$ cat src/rtl/cepc_pkg.sv
`timescale 1ns / 1ps
`default_nettype none
// ----------------------------------------------------------------------------
// cepc_pkg
// shared types, codes and defaults of the correctable error page collector
// ----------------------------------------------------------------------------
package cepc_pkg;

    localparam int PAGE_W     = 40;
    localparam int STATUS_W   = 3;
    localparam int USED_W     = 10;
    localparam int THR_W      = 10;
    localparam int CFG_IDX_W  = 1;
    localparam int CFG_DATA_W = 10;

    localparam logic [THR_W-1:0] THR_RESET = 10'd1023;

    localparam logic [CFG_IDX_W-1:0] CFG_THRESHOLD = 1'd0;
    localparam logic [CFG_IDX_W-1:0] CFG_DISABLE   = 1'd1;

    localparam logic [STATUS_W-1:0] ST_REJECTED = 3'd0;
    localparam logic [STATUS_W-1:0] ST_NEW      = 3'd1;
    localparam logic [STATUS_W-1:0] ST_COUNTED  = 3'd2;
    localparam logic [STATUS_W-1:0] ST_OFFLINE  = 3'd3;
    localparam logic [STATUS_W-1:0] ST_DECAYED  = 3'd4;

    localparam int DEF_MAX_ENTRIES    = 512;
    localparam int DEF_CLEAN_INTERVAL = 128;
    localparam int DEF_PAGE_BITS      = 40;
    localparam int DEF_COUNT_BITS     = 10;
    localparam int DEF_DECAY_BITS     = 2;

    typedef enum logic [2:0] {
        OP_HOLD,
        OP_ROT,
        OP_INS,
        OP_DEL,
        OP_UPD,
        OP_AGE
    } t_cell_op;

    typedef struct packed {
        t_cell_op op;
    } t_cell_ctl;

endpackage
`default_nettype wire

$ cat src/rtl/cepc_cell.sv
`timescale 1ns / 1ps
`default_nettype none
// ----------------------------------------------------------------------------
// cepc_cell
// one table slot: page, decay and count, shifts with its neighbors
// ----------------------------------------------------------------------------
module cepc_cell
    import cepc_pkg::*;
#(
    parameter int INDEX = 0,
    parameter int IW    = 9,
    parameter int PB    = DEF_PAGE_BITS,
    parameter int DB    = DEF_DECAY_BITS,
    parameter int CB    = DEF_COUNT_BITS
) (
    input  wire            i_clk,
    input  wire t_cell_ctl i_ctl,
    input  wire [IW-1:0]   i_idx,
    input  wire [PB-1:0]   i_new_page,
    input  wire [PB-1:0]   i_prev_page,
    input  wire [DB-1:0]   i_prev_decay,
    input  wire [CB-1:0]   i_prev_count,
    input  wire [PB-1:0]   i_next_page,
    input  wire [DB-1:0]   i_next_decay,
    input  wire [CB-1:0]   i_next_count,
    output logic [PB-1:0]  o_page,
    output logic [DB-1:0]  o_decay,
    output logic [CB-1:0]  o_count
);

    localparam logic [IW-1:0] MY_IDX = IW'(INDEX);
    localparam logic [DB-1:0] D_MAX  = {DB{1'b1}};

    logic [PB-1:0] r_page;
    logic [DB-1:0] r_decay;
    logic [CB-1:0] r_count;

    always_ff @(posedge i_clk) begin
        case (i_ctl.op)
            OP_ROT: begin
                r_page  <= i_next_page;
                r_decay <= i_next_decay;
                r_count <= i_next_count;
            end
            OP_DEL: begin
                if (MY_IDX >= i_idx) begin
                    r_page  <= i_next_page;
                    r_decay <= i_next_decay;
                    r_count <= i_next_count;
                end
            end
            OP_INS: begin
                if (MY_IDX > i_idx) begin
                    r_page  <= i_prev_page;
                    r_decay <= i_prev_decay;
                    r_count <= i_prev_count;
                end else if (MY_IDX == i_idx) begin
                    r_page  <= i_new_page;
                    r_decay <= D_MAX;
                    r_count <= CB'(1);
                end
            end
            OP_UPD: begin
                if (MY_IDX == i_idx) begin
                    r_decay <= D_MAX;
                    r_count <= r_count + CB'(1);
                end
            end
            OP_AGE: begin
                if (r_decay != '0) begin
                    r_decay <= r_decay - DB'(1);
                end
            end
            default: begin
            end
        endcase
    end

    assign o_page  = r_page;
    assign o_decay = r_decay;
    assign o_count = r_count;

endmodule
`default_nettype wire

$ cat config.mk
export PLATFORM = sky130hd
export DESIGN_NAME = cepc_cell
export DESIGN_NICKNAME = d
export VERILOG_FILES = /design/src/rtl/cepc_pkg.sv /design/src/rtl/cepc_cell.sv
export SDC_FILE = /design/constraint.sdc
export NUM_CORES = 1
export LEC_CHECK = 0
export BUFFER_PORTS_ARGS = -buffer_cell sky130_fd_sc_hd__buf_2
export CAP_MARGIN = 5
export CORE_MARGIN = 8
export CORE_UTILIZATION = 39
export DETAILED_ROUTE_END_ITERATION = 8
export PLACE_DENSITY = 0.85
export SYNTH_ARGS = -nofsm -noshare
export SYNTH_HDL_FRONTEND = slang
export SYNTH_SLANG_ARGS = --single-unit
export TNS_END_PERCENT = 100
$ cat constraint.sdc
create_clock -name i_clk -period 6.15 [get_ports i_clk]
set_input_delay 0.9225 -clock i_clk [delete_from_list [all_inputs] [get_ports i_clk]]
set_output_delay 0.9225 -clock i_clk [all_outputs]
set_load 0.1 [all_outputs]
==> flow_summary.yaml <==
grt:
  antenna_found_initial: 0
  grtUsageMet3_pct: 5.05
  top_usage_layer: "met2"
  grt-ovfl-total: 0
  grt_usage_pct: 14.4
  grt.met2_usage_pct: 24.6
  grt_max_degree: 41
  grt_pass1_wl_microns: 11400
  grt_pass1_vias: 2141
  use_met1_pct: 16.9
placement:
  io_buffers: 156
  hpwl_microns: 5830
  routabilityCongestion: 0.769
  place_area_sq_mm: 0.00344
worst_setup_path:
  start_kind: "input port"
  reg2reg_from: "o_count[0]"
  crit_arrival_ns: 2.54
  reg2reg_slack_ns: 4.47
  worstSetupEndpointType: "flop"
  r2r_end: "o_count[6]"
  setup.worst_path.class: "input port to flop"
  critPathMaxFanout: 13
  critPathCapture: "o_decay[0]"
  cp_data_required_time_ns: 6.20
  r2r_cells: 4
  cp-startpoint: "i_ctl[2]"
cts:
  cts_buffers: 5
  clock_latency_ns: 0.30
  cts_buffer_depth: 2
  cts_htree_levels: 2
  cts-resized-gates: 0
  cts_sinks: 52
  cts_hold_buf: 0
  clkTransAtPathRegs_ns: 0.09
  clockRootBuffer: "clkbuf_8"
  cts_post_setup_buffers_inserted: 0
  cts_tree: "yes"
min_path:
  hold_path_class: "flop to flop"
logic_synthesis:
  ys_seq_elements: 52
  synth_top_area_cell: "edfxtp_1"
  avgSynthCellArea_sq_um: 15.1
  synth_ff_type: "edfxtp_1"
  syn-num-nets: 331
  synth_area_leaders: "edfxtp_1 (60%), mux2_1 (17%), a211o_1 (1.7%)"
  seq_area_frac_synth_pct: 60.1
  yosysWarnings: 0
  synth_edf_count: 52
  ys_types: 37
  yosys.area.top_type_share_pct: 60.1
  synthArstFlopShare_pct: 0
  synth_area_sq_mm: 0.00260
  syn_inst: 172
sta:
  fin_tns_setup_ns: 0
  hold_viol: 0
  max_freq_mhz: 401
  fin_crit_sh_pct: 40.6
  maxSlewHeadroom_pct: 36.0
  period_minus_slack_ns: 2.49
  finalMaxSlewViolations: 0
  worst_pin_slew_ns: 0.960
  setup_violations: 0
  finClkSkew_ns: 0.000774
  rsz0062_at_grt: "false"
floorplanning:
  row_count: 29
  die_area_sq_mm: 0.00953
  start_util_pct: 40.7
  core_area_sq_mm: 0.00639
  die_h_microns: 97.6
  die_w_microns: 97.6
  ios: 209
power_and_ir_drop:
  p_leak_nw: 1.57
  power_density_mw_per_mm2: 254
  ir_drop_mv: 0.113
run:
  cap_violations: 0
cells_and_area:
  fillerInstances: 544
  final_nets: 486
  area_delta_synth_final_pct: 37.4
  drive_gt1_share_pct: 53.2
  diodes: 0
  fin_area_sq_mm: 0.00357
  final_util_pct: 55.9
detailed_routing:
  first_pass_iters: 4
  wl_microns: 7090
  drt_iter0_drc: 44
  viasPerCell: 5.01
  ant_nets: 0
  via_count: 2024
  wl_per_cell_microns: 17.5
  drc: 0
status:
  status: "completed"
==> synthesized netlist by cell type (all sizes together), types with 3 or more instances <==
cell type and instances:
a211o 5, a22o 4, buf 8, edfxtp 52, inv 5, mux2 40
nand3 7, nand4 3, nor2b 3, nor4 6, o211a 4, o21ai 3
or3 3
==> layer usage <==
layer	share of wire, %	vias up
met3	8.4	6
met4	0.72	0
met2	49	102
met5	0	-
met1	42	925
li1	-	991
==> layout by cell type, fill, tap and decap left out, types with 3 or more instances in the layout <==
cell / n
a22o_1: 4
clkbuf_8: 5
mux2_1: 40
inv_1: 5
nand4_1: 3
buf_2: 156
nor2b_1: 3
nand3_1: 7
o211a_1: 4
or3_1: 3
nor4_1: 4
a211o_1: 5
edfxtp_1: 52
==> worst max-delay path: stages <==
cell	delay, ns
buf_2	0.20
nor3b_2	0.62
nor2_1	0.38
o311a_1	0.42
==> cell type report <==
class                           instances  area (sq um)  area share, %
Sequential cell                        52          1560           43.8
Clock buffer                            5          68.8           1.93
Timing Repair Buffer                  157           788           22.1
Multi-Input combinational cell        106           975           27.3
Tap cell                               77          96.3           2.70
Inverter                                5          18.8          0.526
Clock inverter                          2          60.1           1.68
==> state kept, by name, indices dropped and copies added (netlist names) <==
name     flops
o_decay      2
o_count     10
o_page      40
==> worst min path at each step <==
stage | end | startpoint | cells past startpoint | slack, ns
floorplan | o_count[5] | i_next_count[5] | 1 | 1.12
global route | o_decay[0] | o_decay[0] | 1 | 0.73
global placement | o_decay[1] | o_decay[1] | 1 | 0.62
finish | o_decay[1] | o_decay[1] | 1 | 0.68
CTS | o_decay[0] | o_decay[0] | 1 | 0.68
detailed placement | o_decay[1] | o_decay[1] | 1 | 0.65
==> logic make-up (layout without fill, tap and decap cells) <==
group | count (synthesis) | count (layout) | share of synthesized area [%]
AO/OA/AOI/OAI | 22 | 22 | 7.03
adder cells (fa/ha/maj) | 2 | 2 | 0.963
buffers and inverters | 14 | 169 | 2.89
XOR/XNOR | 3 | 3 | 1.01
multiplexers | 40 | 40 | 17.3
flip-flops | 52 | 52 | 60.1
AND/OR/NAND/NOR | 39 | 39 | 10.6
==> where the power goes <==
part           internal (mW)  total, mW  switching, mW
sequential             0.412      0.419        0.00737
combinational         0.0584      0.223          0.165
clock                  0.160      0.264          0.104
==> per-stage QoR <==
step | total power, mW | hold WS [ns] | cells | setup slack (ns)
2_1_floorplan | 0.595 | 1.12 | 172 | 1.37
6_report | 0.907 | 0.680 | 404 | 3.66
3_3_place_gp | 0.649 | 0.623 | 397 | 3.35
3_5_place_dp | 0.653 | 0.650 | 397 | 3.35
5_1_grt | 0.940 | 0.729 | 404 | 3.55
4_1_cts | 0.916 | 0.681 | 404 | 3.68
Note: power is estimated with default switching activity, not from simulation.
